### src/design/idet_pkg.sv
// Shared constants, types and the permutation table of the determinant block.
`timescale 1ns / 1ps
package idet_pkg;

  localparam int MAX_SIZE  = 4;
  localparam int DATA_W    = 32;
  localparam int SIZE_W    = 3;
  localparam int DEPTH     = MAX_SIZE * MAX_SIZE;
  localparam int ADDR_W    = $clog2(DEPTH);
  localparam int ROW_W     = $clog2(MAX_SIZE);
  localparam int CNT_W     = $clog2(DEPTH + 1);
  localparam int NUM_PERMS = 24;
  localparam int PERM_W    = $clog2(NUM_PERMS);

  // Sequencer states.
  typedef enum logic [2:0] {
    ST_LOAD,
    ST_FETCH,
    ST_MULT,
    ST_ACCUM,
    ST_DONE
  } state_e;

  // Operations of the shared multiply-accumulate unit.
  typedef enum logic [2:0] {
    MAC_NOP,
    MAC_CLR,
    MAC_LOAD,
    MAC_MUL,
    MAC_ADD,
    MAC_SUB
  } mac_op_e;

  typedef struct packed {
    mac_op_e op;
  } mac_ctrl_t;

  // Each entry is {negative, column of row 3, row 2, row 1, row 0}.
  // Permutations of two columns come first, then those of three, so the
  // leading n! entries cover an n by n matrix with the right signs.
  localparam logic [8:0] PERM_TABLE [NUM_PERMS] = '{
    {1'b0, 2'd3, 2'd2, 2'd1, 2'd0},
    {1'b1, 2'd3, 2'd2, 2'd0, 2'd1},
    {1'b1, 2'd3, 2'd1, 2'd2, 2'd0},
    {1'b0, 2'd3, 2'd0, 2'd2, 2'd1},
    {1'b0, 2'd3, 2'd1, 2'd0, 2'd2},
    {1'b1, 2'd3, 2'd0, 2'd1, 2'd2},
    {1'b1, 2'd2, 2'd3, 2'd1, 2'd0},
    {1'b0, 2'd1, 2'd3, 2'd2, 2'd0},
    {1'b0, 2'd2, 2'd1, 2'd3, 2'd0},
    {1'b1, 2'd1, 2'd2, 2'd3, 2'd0},
    {1'b0, 2'd2, 2'd3, 2'd0, 2'd1},
    {1'b1, 2'd0, 2'd3, 2'd2, 2'd1},
    {1'b1, 2'd2, 2'd0, 2'd3, 2'd1},
    {1'b0, 2'd0, 2'd2, 2'd3, 2'd1},
    {1'b1, 2'd1, 2'd3, 2'd0, 2'd2},
    {1'b0, 2'd0, 2'd3, 2'd1, 2'd2},
    {1'b0, 2'd1, 2'd0, 2'd3, 2'd2},
    {1'b1, 2'd0, 2'd1, 2'd3, 2'd2},
    {1'b1, 2'd2, 2'd1, 2'd0, 2'd3},
    {1'b0, 2'd1, 2'd2, 2'd0, 2'd3},
    {1'b0, 2'd2, 2'd0, 2'd1, 2'd3},
    {1'b1, 2'd0, 2'd2, 2'd1, 2'd3},
    {1'b1, 2'd1, 2'd0, 2'd2, 2'd3},
    {1'b0, 2'd0, 2'd1, 2'd2, 2'd3}
  };

  // Column picked in a given row by a given permutation.
  function automatic logic [ROW_W-1:0] perm_col(logic [PERM_W-1:0] k, logic [ROW_W-1:0] row);
    logic [8:0] entry;
    entry = PERM_TABLE[k];
    return entry[row*ROW_W +: ROW_W];
  endfunction

  function automatic logic perm_neg(logic [PERM_W-1:0] k);
    logic [8:0] entry;
    entry = PERM_TABLE[k];
    return entry[8];
  endfunction

  // Number of permutations to walk for a given matrix size.
  function automatic logic [PERM_W-1:0] perm_count(logic [SIZE_W-1:0] n);
    logic [PERM_W-1:0] cnt;
    case (n)
      3'd2:    cnt = PERM_W'(2);
      3'd3:    cnt = PERM_W'(6);
      default: cnt = PERM_W'(NUM_PERMS);
    endcase
    return cnt;
  endfunction

endpackage

### src/design/idet_if.sv
// Valid/ready channel interfaces for elements, results and configuration.
`timescale 1ns / 1ps
interface idet_elem_if;
  logic               valid;
  logic               ready;
  logic signed [31:0] element;
  modport source (output valid, output element, input ready);
  modport sink   (input valid, input element, output ready);
endinterface

interface idet_det_if;
  logic               valid;
  logic               ready;
  logic signed [31:0] determinant;
  modport source (output valid, output determinant, input ready);
  modport sink   (input valid, input determinant, output ready);
endinterface

interface idet_cfg_if;
  logic       valid;
  logic       ready;
  logic [2:0] matrix_size;
  modport source (output valid, output matrix_size, input ready);
  modport sink   (input valid, input matrix_size, output ready);
endinterface

### src/design/idet_ram.sv
// Generic RAM with one write port and one registered read port.
`timescale 1ns / 1ps
module idet_ram #(
  parameter int WIDTH = 32,
  parameter int DEPTH = 16
) (
  input  logic                     clk_i,
  input  logic                     we_i,
  input  logic [$clog2(DEPTH)-1:0] waddr_i,
  input  logic [WIDTH-1:0]         wdata_i,
  input  logic [$clog2(DEPTH)-1:0] raddr_i,
  output logic [WIDTH-1:0]         rdata_o
);

  logic [WIDTH-1:0] mem_q [DEPTH];
  logic [WIDTH-1:0] rdata_q;

  // Write port.
  always_ff @(posedge clk_i) begin
    if (we_i) begin
      mem_q[waddr_i] <= wdata_i;
    end
  end

  // Registered read port.
  always_ff @(posedge clk_i) begin
    rdata_q <= mem_q[raddr_i];
  end

  assign rdata_o = rdata_q;

endmodule

### src/design/idet_mac.sv
// Shared multiply-accumulate unit: running product and signed accumulator.
`timescale 1ns / 1ps
module idet_mac import idet_pkg::*; (
  input  logic              clk_i,
  input  logic              rst_ni,
  input  mac_ctrl_t         ctrl_i,
  input  logic [DATA_W-1:0] data_i,
  output logic [DATA_W-1:0] acc_o
);

  logic [DATA_W-1:0] prod_q, prod_d;
  logic [DATA_W-1:0] acc_q, acc_d;
  logic [DATA_W-1:0] mul_res;

  // Low word of the product, which is all that modulo 2^32 needs.
  assign mul_res = prod_q * data_i;

  // Operation select.
  always_comb begin
    prod_d = prod_q;
    acc_d  = acc_q;
    case (ctrl_i.op)
      MAC_CLR:  acc_d  = '0;
      MAC_LOAD: prod_d = data_i;
      MAC_MUL:  prod_d = mul_res;
      MAC_ADD:  acc_d  = acc_q + prod_q;
      MAC_SUB:  acc_d  = acc_q - prod_q;
      default: begin
        prod_d = prod_q;
        acc_d  = acc_q;
      end
    endcase
  end

  // The product is payload; the accumulator comes out of reset at zero.
  always_ff @(posedge clk_i) begin
    prod_q <= prod_d;
  end

  always_ff @(posedge clk_i or negedge rst_ni) begin
    if (!rst_ni) begin
      acc_q <= '0;
    end else begin
      acc_q <= acc_d;
    end
  end

  assign acc_o = acc_q;

endmodule

### src/design/integer_matrix_determinant.sv
// Top level: loads a square matrix and computes its determinant modulo 2^32.
//
// Usage: write matrix_size (2 to 4; smaller values act as 2, larger as 4) on
// cfg_i while the block is idle; a write also drops any partly loaded matrix.
// Then send n*n elements on elem_i in row-major order, one beat per cycle.
// After the last element the block stops taking beats and walks all n!
// permutations on one shared multiply-accumulate unit: per permutation each
// of n rows is read from memory and then multiplied into the product, after
// which the product is added to or subtracted from the accumulator; once all
// are done the result is handed to the output register. The single read
// port of the element memory and the one multiplier set this order of steps.
// The determinant then appears on det_o and is held until taken; the next
// matrix may already load while it waits, but its result is not registered
// until the previous beat has left. At reset the size returns to 2, the load
// count and accumulator to zero, and no result is pending. The element
// memory has no reset: every entry is written before it is read.
`timescale 1ns / 1ps
module integer_matrix_determinant import idet_pkg::*; (
  input  logic  clk_i,
  input  logic  rst_ni,
  idet_cfg_if.sink   cfg_i,
  idet_elem_if.sink  elem_i,
  idet_det_if.source det_o
);

  state_e            state_q, state_d;
  logic [SIZE_W-1:0] size_q, size_d;
  logic [CNT_W-1:0]  load_count_q, load_count_d;
  logic [PERM_W-1:0] perm_q, perm_d;
  logic [ROW_W-1:0]  row_q, row_d;
  logic              out_valid_q, out_valid_d;
  logic [DATA_W-1:0] det_q, det_d;

  logic [SIZE_W-1:0] eff_n;
  logic [CNT_W-1:0]  total;
  logic [CNT_W-1:0]  count_next;
  logic [PERM_W-1:0] num_perms;
  logic [ROW_W-1:0]  last_row;
  logic              elem_beat;
  logic              cfg_beat;
  logic              out_beat;
  logic              ram_we;
  logic [ADDR_W-1:0] ram_raddr;
  logic [DATA_W-1:0] ram_rdata;
  logic [DATA_W-1:0] acc;
  mac_ctrl_t         mac_ctrl;

  // Effective size, saturated to the supported range.
  always_comb begin
    if (size_q < SIZE_W'(2)) begin
      eff_n = SIZE_W'(2);
    end else if (size_q > SIZE_W'(MAX_SIZE)) begin
      eff_n = SIZE_W'(MAX_SIZE);
    end else begin
      eff_n = size_q;
    end
  end

  assign total      = CNT_W'(CNT_W'(eff_n) * CNT_W'(eff_n));
  assign count_next = CNT_W'(load_count_q + CNT_W'(1));
  assign num_perms  = perm_count(eff_n);
  assign last_row   = ROW_W'(eff_n - SIZE_W'(1));

  // Handshakes.
  assign cfg_i.ready  = 1'b1;
  assign elem_i.ready = (state_q == ST_LOAD);
  assign cfg_beat     = cfg_i.valid && cfg_i.ready;
  assign elem_beat    = elem_i.valid && elem_i.ready;
  assign out_beat     = out_valid_q && det_o.ready;
  assign ram_we       = elem_beat;

  // Element address of the current row under the current permutation.
  assign ram_raddr = ADDR_W'(ADDR_W'(row_q) * ADDR_W'(eff_n))
                   + ADDR_W'(perm_col(perm_q, row_q));

  // Sequencer: next state and unit control.
  always_comb begin
    state_d      = state_q;
    size_d       = size_q;
    load_count_d = load_count_q;
    perm_d       = perm_q;
    row_d        = row_q;
    out_valid_d  = out_valid_q;
    det_d        = det_q;
    mac_ctrl.op  = MAC_NOP;

    if (out_beat) begin
      out_valid_d = 1'b0;
    end

    case (state_q)
      ST_LOAD: begin
        if (elem_beat) begin
          if (count_next == total) begin
            load_count_d = '0;
            perm_d       = '0;
            row_d        = '0;
            mac_ctrl.op  = MAC_CLR;
            state_d      = ST_FETCH;
          end else begin
            load_count_d = count_next;
          end
        end
      end
      ST_FETCH: begin
        state_d = ST_MULT;
      end
      ST_MULT: begin
        mac_ctrl.op = (row_q == '0) ? MAC_LOAD : MAC_MUL;
        if (row_q == last_row) begin
          row_d   = '0;
          state_d = ST_ACCUM;
        end else begin
          row_d   = row_q + ROW_W'(1);
          state_d = ST_FETCH;
        end
      end
      ST_ACCUM: begin
        mac_ctrl.op = perm_neg(perm_q) ? MAC_SUB : MAC_ADD;
        if (perm_q == num_perms - PERM_W'(1)) begin
          state_d = ST_DONE;
        end else begin
          perm_d  = perm_q + PERM_W'(1);
          state_d = ST_FETCH;
        end
      end
      ST_DONE: begin
        if (!out_valid_q) begin
          out_valid_d = 1'b1;
          det_d       = acc;
          state_d     = ST_LOAD;
        end
      end
      default: begin
        state_d = ST_LOAD;
      end
    endcase

    // A size write restarts loading.
    if (cfg_beat) begin
      size_d       = cfg_i.matrix_size;
      load_count_d = '0;
    end
  end

  // Control registers.
  always_ff @(posedge clk_i or negedge rst_ni) begin
    if (!rst_ni) begin
      state_q      <= ST_LOAD;
      size_q       <= SIZE_W'(2);
      load_count_q <= '0;
      perm_q       <= '0;
      row_q        <= '0;
      out_valid_q  <= 1'b0;
    end else begin
      state_q      <= state_d;
      size_q       <= size_d;
      load_count_q <= load_count_d;
      perm_q       <= perm_d;
      row_q        <= row_d;
      out_valid_q  <= out_valid_d;
    end
  end

  // Output payload register.
  always_ff @(posedge clk_i) begin
    det_q <= det_d;
  end

  assign det_o.valid       = out_valid_q;
  assign det_o.determinant = det_q;

  // Element memory.
  idet_ram #(
    .WIDTH (DATA_W),
    .DEPTH (DEPTH)
  ) u_ram (
    .clk_i   (clk_i),
    .we_i    (ram_we),
    .waddr_i (load_count_q[ADDR_W-1:0]),
    .wdata_i (elem_i.element),
    .raddr_i (ram_raddr),
    .rdata_o (ram_rdata)
  );

  // Shared multiply-accumulate unit.
  idet_mac u_mac (
    .clk_i  (clk_i),
    .rst_ni (rst_ni),
    .ctrl_i (mac_ctrl),
    .data_i (ram_rdata),
    .acc_o  (acc)
  );

`ifndef SYNTHESIS
  // The last element of a matrix starts the permutation walk.
  assert property (@(posedge clk_i) disable iff (!rst_ni)
    (elem_beat && !cfg_beat && count_next == total) |=> (state_q == ST_FETCH))
    else $error("last element did not start the computation");

  // While loading, the count stays below the element total.
  assert property (@(posedge clk_i) disable iff (!rst_ni)
    (state_q == ST_LOAD) |-> (load_count_q < total))
    else $error("load count out of range");

  // The permutation walk stays within the n! entries of the table.
  assert property (@(posedge clk_i) disable iff (!rst_ni)
    (state_q != ST_LOAD) |-> (perm_q < num_perms && row_q <= last_row))
    else $error("permutation or row index out of range");

  // A finished determinant is registered as soon as the output is free.
  assert property (@(posedge clk_i) disable iff (!rst_ni)
    (state_q == ST_DONE && !out_valid_q) |=> (out_valid_q && det_q == $past(acc)))
    else $error("finished determinant not presented");
`endif

endmodule

### src/flat_wrapper.sv
// flat-port wrapper written by rule: the top's interface ports become plain ports
module integer_matrix_determinant_flat import idet_pkg::*;
  (clk_i, rst_ni, cfg_i_valid, cfg_i_matrix_size, cfg_i_ready, elem_i_valid, elem_i_element, elem_i_ready, det_o_valid, det_o_determinant, det_o_ready);
  idet_cfg_if cfg_i_i ();
  idet_elem_if elem_i_i ();
  idet_det_if det_o_i ();
  input  logic clk_i;
  input  logic rst_ni;
  input wire logic [$bits(cfg_i_i.valid)-1:0] cfg_i_valid;
  input wire logic [$bits(cfg_i_i.matrix_size)-1:0] cfg_i_matrix_size;
  output wire logic [$bits(cfg_i_i.ready)-1:0] cfg_i_ready;
  input wire logic [$bits(elem_i_i.valid)-1:0] elem_i_valid;
  input wire logic [$bits(elem_i_i.element)-1:0] elem_i_element;
  output wire logic [$bits(elem_i_i.ready)-1:0] elem_i_ready;
  output wire logic [$bits(det_o_i.valid)-1:0] det_o_valid;
  output wire logic [$bits(det_o_i.determinant)-1:0] det_o_determinant;
  input wire logic [$bits(det_o_i.ready)-1:0] det_o_ready;
  assign cfg_i_i.valid = cfg_i_valid;
  assign cfg_i_i.matrix_size = cfg_i_matrix_size;
  assign cfg_i_ready = cfg_i_i.ready;
  assign elem_i_i.valid = elem_i_valid;
  assign elem_i_i.element = elem_i_element;
  assign elem_i_ready = elem_i_i.ready;
  assign det_o_valid = det_o_i.valid;
  assign det_o_determinant = det_o_i.determinant;
  assign det_o_i.ready = det_o_ready;
  integer_matrix_determinant u_core (.clk_i(clk_i), .rst_ni(rst_ni), .cfg_i(cfg_i_i), .elem_i(elem_i_i), .det_o(det_o_i));
endmodule
### config.mk
export PLATFORM = sky130hd
export DESIGN_NAME = integer_matrix_determinant_flat
export DESIGN_NICKNAME = d
export VERILOG_FILES = /design/src/design/idet_pkg.sv /design/src/design/idet_if.sv /design/src/design/idet_ram.sv /design/src/design/idet_mac.sv /design/src/design/integer_matrix_determinant.sv /design/src/flat_wrapper.sv
export SDC_FILE = /design/constraint.sdc
export NUM_CORES = 2
export LEC_CHECK = 0
export ABC_AREA = 1
export BUFFER_PORTS_ARGS = -buffer_cell sky130_fd_sc_hd__buf_2
export CAP_MARGIN = 20
export CORE_MARGIN = 5
export CORE_UTILIZATION = 35
export DETAILED_ROUTE_END_ITERATION = 16
export PLACE_DENSITY = 0.52
export SLEW_MARGIN = 20
export SYNTH_ARGS = -nofsm -noshare
export SYNTH_HDL_FRONTEND = slang
export SYNTH_SLANG_ARGS = --single-unit
### constraint.sdc
create_clock -name clk_i -period 13.1 [get_ports clk_i]
set_input_delay 2.62 -clock clk_i [delete_from_list [all_inputs] [get_ports clk_i]]
set_output_delay 2.62 -clock clk_i [all_outputs]
set_load 0.01 [all_outputs]
==> run summary <==
The flow ran to the end, and the final reports show no timing, DRC or antenna violations. The via count of the first global-routing pass came out at 31,699. The netlist area before placement came out at 0.0455 mm2.

Setup repair after global routing left no endpoint under its margin. The routed design uses 60,700 um of met2 wire. The die extent in y came out at 371 um. The last element of the critical path is u_core.u_mac.prod_q[31]. The number of warnings issued by yosys came out at 0. The detailed router's first-iteration violation count came out at 2,411. STA classifies the critical path startpoint as a flop.

The actual transition at the worst max-transition pin is 1.16 ns. The met1 wire length is 55,200 um. Dividing the final minimum period by the clock period gives 0.565. The total count of max-transition violations in the final report is 0.

The worst setup path is captured at a flop. In this run the core area contains 132 standard-cell rows. The number of synthesized flops with an enable pin came out at 576. Once the clock tree was built, the setup fixing pass inserted 0 buffers. The post-cts hold buffer count is 0. In the final layout, the share of cells above drive strength 1 is 0.0642.

Of the total synthesized cell area, the portion taken by full adders, half adders and majority gates is 0.230. The min-delay analysis places its worst path in the category reg -> reg. The critical path goes through nand2_1 > inv_1 > fa_1 > inv_1 > fa_1 > fa_1 > fa_1 > inv_1 > fa_1 > inv_1 > fa_1 > inv_1 > fa_1 > fa_1 > ha_1 > a21oi_1 > o21ai_0 > a21oi_1 > nand3_1 > a21o_1 > a21oi_1 > nand3_1 > nand3_1 > nand2_1. The total of cells resized after clock tree synthesis came out at 0. The effective utilization at floorplan came out at 0.352. The detailed router used layers up to and including met5. The maximum clock frequency came out at 0.135 GHz. TritonCTS built the clock tree. The worst-case headroom to the max-slew limit came out at 0.227. The reg2reg setup slack is 5.70 ns. Counting flops and latches in the post-synthesis netlist gives 659. The tree is rooted in a sky130_fd_sc_hd__clkbuf_16. The first global-routing pass estimated 192,000 um of wire. The clock transition at the register clock pins on the worst setup and hold paths after CTS came out at 0.07 ns. The worst register-to-register path begins at u_core.u_mac.prod_q[16]. The routed layout has 31,176 vias.

In this run the count of I/O pins placed on the die edge is 75. The worst-case setup margin in the final layout came out at 5.70 ns. For this design, the slowest cell found on the critical path is sky130_fd_sc_hd__edfxtp_1. Measured against the total synthesized area, the mux share comes to 0.0282. The number of inserted filler cells in the final layout is 12,837.

The number of buffers between clock root and the deepest sink came out at 3. The initial antenna violation count is 15. The net count after synthesis is 5,264. The largest net degree at the start of global routing is 174.

Of all nets on the critical path, the largest fanout is 19. The path depth of the worst reg2reg path is 24. The routability-driven placement congestion ratio is 0.882.

The total track usage is 0.182. For this block, the routed nets add up to 124,000 um of wire. The post-synthesis compound-gate area fraction is 0.0865.

The total of endpoints with negative setup slack in the final report came out at 0. The total overflow reported by the global router is 0. The layout overhead on the synthesized area is 10.1%. The area enclosed by the die boundary is 0.137 mm2.

The total clock buffers created by CTS is 73. By startpoint and endpoint, the worst setup path is classified as reg -> reg. The average via count per standard cell came out at 4.86. Among all flip-flop cells after synthesis, the most frequent one is sky130_fd_sc_hd__edfxtp_1. Counting distinct cell types in the post-synthesis netlist gives 65. The count of final hold-check violations came out at 0.

The critical path starts at u_core.u_mac.prod_q[16]. The portion of the post-synthesis area used by sequential elements is 0.422. For the final routed database, the setup TNS stands at 0 ns. The worst path required time came out at 13.52 ns. The mean post-synth cell area is 9.82 um2. The clock skew after layout came out at 0.0502 ns. For the worst-skew pair, the clock arrives at the later sink with an insertion delay of 0.66 ns.

The basic-gate share of the synthesized area counting and, or, nand and nor cells is 0.115. The most frequent cell on the critical path is sky130_fd_sc_hd__fa_1. The post-place setup slack is 5.82 ns. Counting every sink on the clock net gives 659. The floorplan step defined a core boundary enclosing 0.129 mm2.

The count of H-tree levels built during CTS came out at 3. The largest incremental delay on the critical path came out at 1.06 ns. The post-detailed-placement half-perimeter wirelength is 78,600 um. The number of placed instances, taps included, is 6,280.

The main combinational cell family by area after synthesis is adder cells. The post-route antenna net violation count is 0. The gate count of the mapped netlist is 4,634.

The wire length per cell after detailed routing is 19.3 um. The floorplan die width is 371 um. The data arrival time of the critical path is 7.82 ns.

The detailed-routing iteration count for the pre-antenna-repair pass is 5. Max-cap violations in this run came to 0. The remaining design rule violation count is 0.

The xor-xnor portion of the synthesized cell area is 0.0127. In this run the critical register-to-register path is captured at u_core.u_mac.prod_q[31]. The quantity of I/O buffers inserted on ports is 73.

The total met3 wirelength after detailed routing is 5380 um. The net total in the final layout is 5,244. The finished layout holds 6,418 standard cells, fillers aside. The time the final worst path needs with I/O delays and setup came out at 7.40 ns. The share of async-settable or async-resettable flops after synthesis came out at 0.0774.
==> registers in the layout (all words and copies together), names as in the netlist <==
signal                    cells
u_core.u_ram.mem_q          512
u_core.perm_q                 5
u_core.u_mac.acc_o           32
u_core.load_count_q           5
u_core.det_o.determinant     32
u_core.u_ram.rdata_o         32
u_core.state_q                3
u_core.size_q                 3
u_core.u_mac.prod_q          32
u_core.row_q                  2
u_core.det_o.valid            1
==> layout make-up <==
cell class	count	area, um2	share of cell area
inverters	1008	3790	0.0756
clock buffers	99	2010	0.0401
well taps	1742	2180	0.0435
repair buffers	135	868	0.0173
multi-input cells	2737	21700	0.433
flip-flops and latches	659	19200	0.384
clock inverters	32	320	0.00639
diodes	6	15.0	0.000300
==> synth_stat cells, drive strengths merged, types with 9 or more instances <==
cell | n | area, um2
a21o | 13 | 97.6
a21oi | 197 | 986
a31oi | 17 | 106
buf | 91 | 450
clkbuf | 139 | 523
dfrtp | 50 | 1250
dfxtp | 32 | 641
edfxtp | 576 | 17300
fa | 411 | 8230
ha | 179 | 2240
inv | 1004 | 3770
mux2i | 128 | 1280
nand2 | 970 | 3650
nand3 | 140 | 728
nand3b | 12 | 90.1
nand4 | 10 | 83.8
nor2 | 113 | 462
nor3 | 20 | 134
o211ai | 134 | 1010
o21ai | 260 | 1310
o21bai | 10 | 82.6
o31ai | 10 | 93.8
or2 | 9 | 56.3
xnor2 | 30 | 263
xor2 | 36 | 315
==> routing by layer <==
| layer | vias to the layer above | track usage |
|---|---|---|
| met1 | 15616 | 0.244 |
| met3 | 155 | 0.0242 |
| met2 | 690 | 0.315 |
| li1 | 14707 | - |
| met4 | 8 | 0.0382 |
| met5 | - | 0 |
==> how the worst min path moves through the flow <==
stage                     depth (start not counted)                  start                          end  slack [ns]
final                                             0  u_core.u_mac.acc_o[0]  u_core.det_o.determinant[0]        0.45
after global placement                            0  u_core.u_mac.acc_o[0]  u_core.det_o.determinant[0]        0.44
after CTS                                         0  u_core.u_mac.acc_o[0]  u_core.det_o.determinant[0]        0.45
after floorplan                                   0  u_core.u_mac.acc_o[0]  u_core.det_o.determinant[0]        0.42
after global routing                              0  u_core.u_mac.acc_o[0]  u_core.det_o.determinant[0]        0.48
after detailed placement                          0  u_core.u_mac.acc_o[0]  u_core.det_o.determinant[0]        0.44
==> worst max-delay path: cells and delay by family (launching register included) <==
family          cells  cell delay [ns]
simple gates        5             0.57
flops               1             1.06
fa+ha+maj           9             4.13
compound gates      5             1.05
buf+inv             5             0.36
==> cell usage in the layout (no fill, tap or decap), types with 30 or more instances in the layout <==
cell type	n
sky130_fd_sc_hd__ha_1	177
sky130_fd_sc_hd__buf_4	59
sky130_fd_sc_hd__a21oi_1	197
sky130_fd_sc_hd__mux2i_1	128
sky130_fd_sc_hd__edfxtp_1	576
sky130_fd_sc_hd__dfrtp_1	50
sky130_fd_sc_hd__xor2_1	35
sky130_fd_sc_hd__inv_1	995
sky130_fd_sc_hd__nand3_1	136
sky130_fd_sc_hd__fa_1	410
sky130_fd_sc_hd__o211ai_1	133
sky130_fd_sc_hd__dfxtp_1	32
sky130_fd_sc_hd__nor2_1	88
sky130_fd_sc_hd__buf_2	73
sky130_fd_sc_hd__clkbuf_16	75
sky130_fd_sc_hd__o21ai_0	251
sky130_fd_sc_hd__nand2_1	968
sky130_fd_sc_hd__xnor2_1	30
==> per-stage QoR <==
stage	cell area, um2	utilization	hold slack [ns]
after floorplan	45500	-	0.425
after global placement	47700	0.369	0.441
after detailed placement	47700	0.369	0.440
after CTS	50100	0.387	0.452
after global routing	50100	0.387	0.476
final	50100	0.387	0.449
==> cells by family after synthesis <==
family	after synthesis
other	2
adders and majority gates	590
and+or+nand+nor	1280
AOI/OAI and AO/OA	671
muxes	128
buffers and inverters	1238
DFF	659
xor gates and xnor gates	66
Power is left out: the tool's default activity adds up to more than one toggle a clock period on the data nets, which glitch-free logic cannot reach.
